--- config.mk ---
export PLATFORM = sky130hd
export DESIGN_NAME = mbk_ctrl
export DESIGN_NICKNAME = d
export VERILOG_FILES = /design/src/rtl/mbk_pkg.sv /design/src/rtl/mbk_ctrl.sv
export SDC_FILE = /design/constraint.sdc
export NUM_CORES = 1
export LEC_CHECK = 0
export BUFFER_PORTS_ARGS = -buffer_cell sky130_fd_sc_hd__buf_4
export CELL_PAD_IN_SITES_DETAIL_PLACEMENT = 1
export CELL_PAD_IN_SITES_GLOBAL_PLACEMENT = 1
export CORE_MARGIN = 3
export CORE_UTILIZATION = 40
export DETAILED_ROUTE_END_ITERATION = 16
export PLACE_DENSITY = 0.82
export SKIP_LAST_GASP = 1
export SLEW_MARGIN = 20
export SYNTH_ARGS = -nofsm -noshare
export SYNTH_HDL_FRONTEND = slang
export SYNTH_SLANG_ARGS = --single-unit
--- constraint.sdc ---
create_clock -name clk -period 2.55 [get_ports clk]
set_clock_uncertainty 0.05 [all_clocks]
set_input_delay 0.3825 -clock clk [delete_from_list [all_inputs] [get_ports clk]]
set_output_delay 0.3825 -clock clk [all_outputs]
set_load 0.05 [all_outputs]
--- src/rtl/mbk_pkg.sv ---
package mbk_pkg;

    // Sizing
    localparam int MAX_CLUSTERS = 16;
    localparam int MAX_DIMS     = 8;
    localparam int MAX_BATCH    = 1024;

    localparam int CLU_W   = $clog2(MAX_CLUSTERS);
    localparam int DIM_W   = $clog2(MAX_DIMS);
    localparam int CNT_W   = 32;
    localparam int BCNT_W  = 11;
    localparam int SUM_W   = 26;
    localparam int SQ_W    = 32;
    localparam int DIST_W  = 35;
    localparam int PROD_W  = 49;
    localparam int NUM_W   = 50;
    localparam int DEN_W   = 33;
    localparam int REM_W   = 52;
    localparam int DVS_W   = 34;
    localparam int QUO_W   = 17;
    localparam int QBIT_W  = 5;

    // Configuration port
    localparam int CFG_IDX_W  = 2;
    localparam int CFG_DATA_W = 11;
    localparam int CFG_CLU_W  = 5;
    localparam int CFG_DIM_W  = 4;
    localparam int CFG_BS_W   = 11;

    localparam logic [CFG_IDX_W-1:0] CFG_CLUSTERS = 2'd0;
    localparam logic [CFG_IDX_W-1:0] CFG_DIMS     = 2'd1;
    localparam logic [CFG_IDX_W-1:0] CFG_BATCH    = 2'd2;

    // Request kinds
    localparam logic [2:0] KIND_LOAD     = 3'd0;
    localparam logic [2:0] KIND_TRAIN    = 3'd1;
    localparam logic [2:0] KIND_FLUSH    = 3'd2;
    localparam logic [2:0] KIND_CLASSIFY = 3'd3;
    localparam logic [2:0] KIND_READ     = 3'd4;

    // Result status codes
    localparam logic [1:0] ST_DONE    = 2'd0;
    localparam logic [1:0] ST_UPDATED = 2'd1;
    localparam logic [1:0] ST_REJECT  = 2'd2;

    typedef logic signed [15:0] coord_t;
    typedef coord_t [MAX_DIMS-1:0] coord_row_t;
    typedef logic signed [SUM_W-1:0] sum_t;
    typedef sum_t [MAX_DIMS-1:0] sum_row_t;

    typedef struct packed {
        logic [2:0] kind;
        logic [3:0] center_index;
        coord_t     coord_0;
        coord_t     coord_1;
        coord_t     coord_2;
        coord_t     coord_3;
        coord_t     coord_4;
        coord_t     coord_5;
        coord_t     coord_6;
        coord_t     coord_7;
    } in_item_t;

    typedef struct packed {
        logic [3:0]        nearest_cluster;
        logic [DIST_W-1:0] nearest_distance;
        coord_t            out_coord_0;
        coord_t            out_coord_1;
        coord_t            out_coord_2;
        coord_t            out_coord_3;
        coord_t            out_coord_4;
        coord_t            out_coord_5;
        coord_t            out_coord_6;
        coord_t            out_coord_7;
        logic [1:0]        status;
    } out_item_t;

    // Controller to datapath
    typedef struct packed {
        logic              capture;
        logic              ctr_rd;
        logic              ctr_load;
        logic              sum_rd;
        logic              sum_acc;
        logic              sq;
        logic              acc;
        logic              acc_first;
        logic              rd_cap;
        logic              upd_lat;
        logic              upd_mul;
        logic              upd_prep;
        logic              div_step;
        logic              upd_store;
        logic              upd_wr;
        logic              batch_clr;
        logic              res_load;
        logic [1:0]        status;
        logic [CLU_W-1:0]  addr;
        logic [DIM_W-1:0]  dim;
        logic [QBIT_W-1:0] qbit;
    } mbk_cmd_t;

    // Datapath to controller
    typedef struct packed {
        logic [2:0]           kind;
        logic                 idx_ok;
        logic [CLU_W-1:0]     idx;
        logic [CLU_W-1:0]     best;
        logic [CFG_CLU_W-1:0] nclu;
        logic                 fill_full;
        logic                 fill_zero;
        logic                 cnt_nz;
    } mbk_stat_t;

    function automatic coord_row_t item_coords(input in_item_t it);
        coord_row_t r;
        r[0] = it.coord_0;
        r[1] = it.coord_1;
        r[2] = it.coord_2;
        r[3] = it.coord_3;
        r[4] = it.coord_4;
        r[5] = it.coord_5;
        r[6] = it.coord_6;
        r[7] = it.coord_7;
        return r;
    endfunction

endpackage

--- src/rtl/mbk_ctrl.sv ---
module mbk_ctrl import mbk_pkg::*;
(
    input  logic      clk,
    input  logic      rst_n,
    input  logic      in_valid,
    output logic      in_ready,
    output logic      out_valid,
    input  logic      out_ready,
    input  mbk_stat_t stat,
    output mbk_cmd_t  cmd
);

    typedef enum logic [19:0] {
        S_IDLE  = 20'b00000000000000000001,
        S_DISP  = 20'b00000000000000000010,
        S_LOAD  = 20'b00000000000000000100,
        S_RD    = 20'b00000000000000001000,
        S_RDCAP = 20'b00000000000000010000,
        S_SRD   = 20'b00000000000000100000,
        S_SSQ   = 20'b00000000000001000000,
        S_SACC  = 20'b00000000000010000000,
        S_ARD   = 20'b00000000000100000000,
        S_AWR   = 20'b00000000001000000000,
        S_UCHK  = 20'b00000000010000000000,
        S_URD   = 20'b00000000100000000000,
        S_ULAT  = 20'b00000001000000000000,
        S_UMUL  = 20'b00000010000000000000,
        S_UPREP = 20'b00000100000000000000,
        S_UDIV  = 20'b00001000000000000000,
        S_USTO  = 20'b00010000000000000000,
        S_UWR   = 20'b00100000000000000000,
        S_UCLR  = 20'b01000000000000000000,
        S_FIN   = 20'b10000000000000000000
    } state_t;

    state_t            state_reg, state_next;
    logic [CLU_W-1:0]  cnt_reg, cnt_next;
    logic [DIM_W-1:0]  dim_reg, dim_next;
    logic [QBIT_W-1:0] qbit_reg, qbit_next;
    logic [1:0]        status_reg, status_next;
    logic              out_valid_reg, out_valid_next;
    logic              last_active;

    assign last_active = (CFG_CLU_W'(cnt_reg) + CFG_CLU_W'(1)) == stat.nclu;

    always_comb
    begin
        cmd            = '0;
        cmd.addr       = cnt_reg;
        cmd.dim        = dim_reg;
        cmd.qbit       = qbit_reg;
        cmd.status     = status_reg;
        state_next     = state_reg;
        cnt_next       = cnt_reg;
        dim_next       = dim_reg;
        qbit_next      = qbit_reg;
        status_next    = status_reg;
        out_valid_next = out_valid_reg && !out_ready;
        in_ready       = (state_reg == S_IDLE);

        case (state_reg)
            S_IDLE:
            begin
                if (in_valid)
                begin
                    cmd.capture = 1'b1;
                    status_next = ST_DONE;
                    cnt_next    = '0;
                    state_next  = S_DISP;
                end
            end
            S_DISP:
            begin
                case (stat.kind)
                    KIND_LOAD:
                    begin
                        if (stat.idx_ok)
                            state_next = S_LOAD;
                        else
                        begin
                            status_next = ST_REJECT;
                            state_next  = S_FIN;
                        end
                    end
                    KIND_READ:
                    begin
                        if (stat.idx_ok)
                            state_next = S_RD;
                        else
                        begin
                            status_next = ST_REJECT;
                            state_next  = S_FIN;
                        end
                    end
                    KIND_TRAIN, KIND_CLASSIFY:
                        state_next = S_SRD;
                    KIND_FLUSH:
                    begin
                        if (stat.fill_zero)
                            state_next = S_FIN;
                        else
                        begin
                            status_next = ST_UPDATED;
                            state_next  = S_UCHK;
                        end
                    end
                    default:
                    begin
                        status_next = ST_REJECT;
                        state_next  = S_FIN;
                    end
                endcase
            end
            S_LOAD:
            begin
                cmd.addr     = stat.idx;
                cmd.ctr_load = 1'b1;
                state_next   = S_FIN;
            end
            S_RD:
            begin
                cmd.addr   = stat.idx;
                cmd.ctr_rd = 1'b1;
                state_next = S_RDCAP;
            end
            S_RDCAP:
            begin
                cmd.rd_cap = 1'b1;
                state_next = S_FIN;
            end
            S_SRD:
            begin
                cmd.ctr_rd = 1'b1;
                state_next = S_SSQ;
            end
            S_SSQ:
            begin
                cmd.sq     = 1'b1;
                state_next = S_SACC;
            end
            S_SACC:
            begin
                cmd.acc       = 1'b1;
                cmd.acc_first = (cnt_reg == '0);
                if (last_active)
                    state_next = (stat.kind == KIND_TRAIN) ? S_ARD : S_FIN;
                else
                begin
                    cnt_next   = cnt_reg + CLU_W'(1);
                    state_next = S_SRD;
                end
            end
            S_ARD:
            begin
                cmd.addr   = stat.best;
                cmd.sum_rd = 1'b1;
                state_next = S_AWR;
            end
            S_AWR:
            begin
                cmd.addr    = stat.best;
                cmd.sum_acc = 1'b1;
                if (stat.fill_full)
                begin
                    status_next = ST_UPDATED;
                    cnt_next    = '0;
                    state_next  = S_UCHK;
                end
                else
                    state_next = S_FIN;
            end
            S_UCHK:
            begin
                if (stat.cnt_nz)
                    state_next = S_URD;
                else if (cnt_reg == CLU_W'(MAX_CLUSTERS - 1))
                    state_next = S_UCLR;
                else
                    cnt_next = cnt_reg + CLU_W'(1);
            end
            S_URD:
            begin
                cmd.ctr_rd = 1'b1;
                cmd.sum_rd = 1'b1;
                state_next = S_ULAT;
            end
            S_ULAT:
            begin
                cmd.upd_lat = 1'b1;
                dim_next    = '0;
                state_next  = S_UMUL;
            end
            S_UMUL:
            begin
                cmd.upd_mul = 1'b1;
                state_next  = S_UPREP;
            end
            S_UPREP:
            begin
                cmd.upd_prep = 1'b1;
                qbit_next    = QBIT_W'(QUO_W - 1);
                state_next   = S_UDIV;
            end
            S_UDIV:
            begin
                cmd.div_step = 1'b1;
                if (qbit_reg == '0)
                    state_next = S_USTO;
                else
                    qbit_next = qbit_reg - QBIT_W'(1);
            end
            S_USTO:
            begin
                cmd.upd_store = 1'b1;
                if (dim_reg == DIM_W'(MAX_DIMS - 1))
                    state_next = S_UWR;
                else
                begin
                    dim_next   = dim_reg + DIM_W'(1);
                    state_next = S_UMUL;
                end
            end
            S_UWR:
            begin
                cmd.upd_wr = 1'b1;
                if (cnt_reg == CLU_W'(MAX_CLUSTERS - 1))
                    state_next = S_UCLR;
                else
                begin
                    cnt_next   = cnt_reg + CLU_W'(1);
                    state_next = S_UCHK;
                end
            end
            S_UCLR:
            begin
                cmd.batch_clr = 1'b1;
                state_next    = S_FIN;
            end
            S_FIN:
            begin
                if (!out_valid_reg || out_ready)
                begin
                    cmd.res_load   = 1'b1;
                    out_valid_next = 1'b1;
                    state_next     = S_IDLE;
                end
            end
            default:
                state_next = S_IDLE;
        endcase
    end

    always_ff @(posedge clk or negedge rst_n)
    begin
        if (!rst_n)
        begin
            state_reg     <= S_IDLE;
            cnt_reg       <= '0;
            dim_reg       <= '0;
            qbit_reg      <= '0;
            status_reg    <= ST_DONE;
            out_valid_reg <= 1'b0;
        end
        else
        begin
            state_reg     <= state_next;
            cnt_reg       <= cnt_next;
            dim_reg       <= dim_next;
            qbit_reg      <= qbit_next;
            status_reg    <= status_next;
            out_valid_reg <= out_valid_next;
        end
    end

    assign out_valid = out_valid_reg;

endmodule

# == After elaboration in Yosys (flattened, before gate mapping) ==
# Index checks and enable logic that the tools add are counted.
# totals
reg_bits,35
inputBits,24
output_inout_bits,33
word_cells,124
# classes
n_addsub,4
eq_ne,39
n_mux,52
n_reduce_logical,23
# op_table
cell,n
one-hot mux 20 bit (18 select lines),1
2-to-1 mux 20 bit,11
one-hot mux 20 bit (4 select lines),1
"equality test 20 x 1 -> 1 bit, second input constant",1
"equality test 20 x 10 -> 1 bit, second input constant",1
"equality test 20 x 11 -> 1 bit, second input constant",1
"equality test 20 x 12 -> 1 bit, second input constant",1
"equality test 20 x 13 -> 1 bit, second input constant",1
"equality test 20 x 14 -> 1 bit, second input constant",1
"equality test 20 x 15 -> 1 bit, second input constant",1
"equality test 20 x 16 -> 1 bit, second input constant",1
"equality test 20 x 17 -> 1 bit, second input constant",1
"equality test 20 x 18 -> 1 bit, second input constant",1
"equality test 20 x 19 -> 1 bit, second input constant",1
"equality test 20 x 2 -> 1 bit, second input constant",1
"equality test 20 bit, second input constant",1
"equality test 20 x 3 -> 1 bit, second input constant",1
"equality test 20 x 4 -> 1 bit, second input constant",1
"equality test 20 x 5 -> 1 bit, second input constant",1
"equality test 20 x 6 -> 1 bit, second input constant",1
"equality test 20 x 7 -> 1 bit, second input constant",1
"equality test 20 x 8 -> 1 bit, second input constant",1
"equality test 20 x 9 -> 1 bit, second input constant",1
2-to-1 mux 4 bit,5
37 further kinds,80

# == Depth between registers and ports, before layout ==
# logic_depth
ltp_word,4
depth_mapped,8
ltp_nobuf,7

# == Worst setup path before layout ==
# No wires, ideal clock.
# synth_timing
kind,reg-to-output
from,register state_reg[2]
to,output cmd[23] (netlist name)
arrival_ns,2.960
setup_slack_ns,-0.843
stages_incl_launch_ff,6
n_path_buf,1
cell_sequence,dfrtp_1 buf_2 nor4_4 nor3b_2 nand3_1 nor4b_1
# synth_lines
item,line,source
from (decl),mbk_ctrl.sv:36,"state_t state_reg, state_next;"
from (signal assigned),mbk_ctrl.sv:266,state_reg <= state_next;
to (decl),mbk_ctrl.sv:10,output mbk_cmd_t cmd

==> results.cfg <==
[outcome]
status = complete, but fails checks
violations = negative hold slack, negative setup slack

[detailed_routing]
viasPerCell = 5.91
wirelength_mm = 10.3
ant_nets = 0
wl_per_cell_um = 23.4
vias = 2601
dr.pass1.iters = 4
drc_errors = 0
drt_first_iter_violations = 174

[die]
start_util_pct = 42.1
die_y_um = 82.6
fp.dieW_um = 82.6
row_count = 27
ios = 57
core_area_mm2 = 0.00557
dieArea_mm2 = 0.00682

[critical_path]
cp-start-kind = flip-flop
required_ns = 2.12
reg2reg_slack_ns = -0.04
rr_startpoint = state_reg[13]$_DFFE_PN0P_
cp.arrival_ns = 2.29
critPathKind = flip-flop to primary output
startpoint = state_reg[13]$_DFFE_PN0P_
r2r-end = state_reg[16]$_DFFE_PN0P_
cp_max_fo = 6
crit_path_end_kind = primary output
rr_worst_depth = 8
endpoint = cmd[11]

[clock_network]
cts.clk_slew.worst_paths_ns = 0.08
htreeDepth = 2
cts.sinks = 35
cts_root_buf = clkbuf_8
cts_buffer_depth = 2
cts_tree = yes
clock_latency_ns = 0.31
ctsHoldBuffers = 0
numCtsBuffers = 5

[cells_and_area]
multi_input_area_mm2 = 0.00164
fin_area_mm2 = 0.00363
area_growth_pct = 55.0
n_antenna_cell = 0
final_cells = 440
largest_register_ff_count = 20
final_layout_size_suffix_gt1_share_pct = 44.0
fill_cells = 634
nNetsFinal = 397
regArea_um2 = 880

[placed_design]
io_buffers = 56
dpl-instance-area_mm2 = 0.00311
dp_cells = 408
hpwl_mm = 5.87
place.gp.congestion = 0.852

[pwr]
power_density_mw_per_mm2 = 619
p_sw_share_pct = 41.6
clockPowerShare_pct = 19.7
power_frac_seq_pct = 28.6
netSwitchingPower_uw = 935
irDropWorstVdd_mv = 0.603
p_leak_uw = 0.00171
pwr-share-comb_pct = 51.7
p_int_uw = 1310
power.total_uw = 2250

[logic_synthesis]
synth_edf_count = 0
synth-main-ff-cell = dfrtp_1
synth_simple_gate_area_share_pct = 41.0
ys_ff_latch = 35
async_flop_share_pct = 100
postSynthAreaPerCell_um2 = 9.09
synth_cell_types = 53
ys_warn_count = 0
synth_top_family_by_area = simple AND/OR/NAND/NOR gates
synth_top_area_cell = dfrtp_1
yosys-mux-area-fraction_pct = 1.28
syn_inst = 258
yosysTopAreaCellShare_pct = 36.3
synth_xor_area_share_pct = 3.36
synth_fa_ha_area_share_pct = 3.20
synth_compound_area_share_pct = 10.5
synth.area.top_cells = dfrtp_1, nand2_1, nor4_4
synthesis.nets = 288
ys_seq_area_share_pct = 37.4
synth_area_mm2 = 0.00234

[run]
max-cap-violations = 0

[timing]
setup_viol = 19
setup_ws_ns = -0.176
hold-worst-slack_ns = -0.0244
max_slew_margin_pct = 53.2
fin_crit_sh_pct = 107
fmax_mhz = 367
worst_pin_slew_ns = 0.692
hold_viol = 28
finalMaxSlewViolations = 0
post-route-min-period_ns = 2.73
rsz0062_at_grt = yes

[grt]
grt_pass1_wl_mm = 14.0
grt_pass1_vias = 2672
grt_max_degree = 36
antenna_found_initial = 0
overflow = 0
track_usage_pct = 27.4

[worst_hold_path]
hp-class = input port to async pin
-- per-layer routing --
layer,GRT usage [%],vias up,routed length [µm]
met2,49.0,100,5340
met1,34.1,1327,4130
met5,0,-,0
li1,-,1158,-
met3,4.01,16,635
met4,8.17,0,207
-- how the worst min path moves through the flow --
stage,startpoint,endpoint,slack (ns),depth (start not counted)
after floorplan,rst_n,cnt_reg[0]$_DFFE_PN0P_,0.04,0
after global placement,rst_n,qbit_reg[4]$_DFFE_PN0P_,0.32,1
after detailed placement,rst_n,qbit_reg[3]$_DFFE_PN0P_,0.32,1
final,rst_n,qbit_reg[3]$_DFFE_PN0P_,-0.02,1
after global routing,rst_n,qbit_reg[3]$_DFFE_PN0P_,0.006,1
after CTS,rst_n,qbit_reg[3]$_DFFE_PN0P_,0.006,1
-- layout by cell type (no fill, tap or decap), types with 3 or more instances in the layout --
cell | Yosys | final
a22oi_1 | 4 | 4
a41oi_1 | 4 | 4
and2_1 | 7 | 7
and3_1 | 6 | 6
buf_4 | 0 | 88
buf_6 | 0 | 15
clkbuf_8 | 0 | 6
dfrtp_1 | 34 | 32
ha_1 | 6 | 6
inv_1 | 12 | 11
inv_2 | 3 | 3
mux2i_1 | 3 | 3
nand2_1 | 27 | 27
nand2b_1 | 11 | 11
nand3_1 | 9 | 7
nand3b_1 | 5 | 5
nand4_1 | 3 | 3
nor2_1 | 19 | 17
nor2b_1 | 4 | 4
nor3_1 | 13 | 10
nor4_2 | 2 | 5
nor4_4 | 4 | 8
nor4b_1 | 5 | 3
o21ai_0 | 5 | 4
o21ai_1 | 7 | 8
or2_2 | 3 | 3
or3_4 | 0 | 3
xnor2_1 | 5 | 5
xor2_1 | 4 | 4
-- final cells by class --
cell class	instances	share of cell area, %
clock buffers	7	2.38
flip-flops and latches	35	24.2
well taps	72	2.48
inverters	15	1.62
multi-input cells	204	45.0
repair buffers	106	24.2
clock inverters	1	0.138
-- through the flow --
| step | hold WS, ns | TNS, ns | util, % | setup slack, ns |
|---|---|---|---|---|
| after global placement | 0.323 | 0 | 55.8 | 0.0361 |
| after global routing | 0.00582 | -3.95 | 65.2 | -0.283 |
| after floorplan | 0.0369 | -0.316 | - | -0.121 |
| after detailed placement | 0.324 | -0.316 | 55.8 | -0.0952 |
| after CTS | 0.00586 | -0.292 | 61.4 | -0.111 |
| final | -0.0244 | -1.40 | 65.2 | -0.176 |
-- power by group through the flow --
stage          Sequential [µW]  Clock, µW  Combinational (µW)
3_3_place_gp               648          0                 816
3_5_place_dp               650          0                 840
2_1_floorplan              662          0                 514
6_report                   644        442                1160
5_1_grt                    648        471                1230
4_1_cts                    640        432                 974
-- cell usage after synthesis (5+ instances only) --
library cell   n
nand3_1        9
o21ai_1        7
dfrtp_1       34
nand2_1       27
nor3_1        13
xnor2_1        5
and2_1         7
and3_1         6
nor4_1         9
o21ai_0        5
or3_1          5
nand3b_1       5
nand2b_1      11
nor2_1        19
inv_1         12
nor4b_1        5
ha_1           6
-- what timing repair did --
item | in CTS | in global routing
resized for setup | 23 | 28
setup endpoints to repair | 20 | 27
buffers inserted | 13 | 11
pin swaps | 8 | 12
-- worst max-delay path: stages (launching register included) --
cell     delay [ns]
dfrtp_1        0.42
nor4_4         0.41
buf_4          0.19
nand3_2        0.19
nor2_1         0.22
buf_4          0.19
a22oi_1        0.10
nand2_1        0.11
buf_6          0.16
-- logic make-up after synthesis --
logic type / count (synthesis)
AO/OA/AOI/OAI: 36
XOR/XNOR: 9
adder cells (fa/ha/maj): 6
buffers and inverters: 19
flip-flops: 35
multiplexers: 3
AND/OR/NAND/NOR: 150
(Power assumes the default switching activity.)
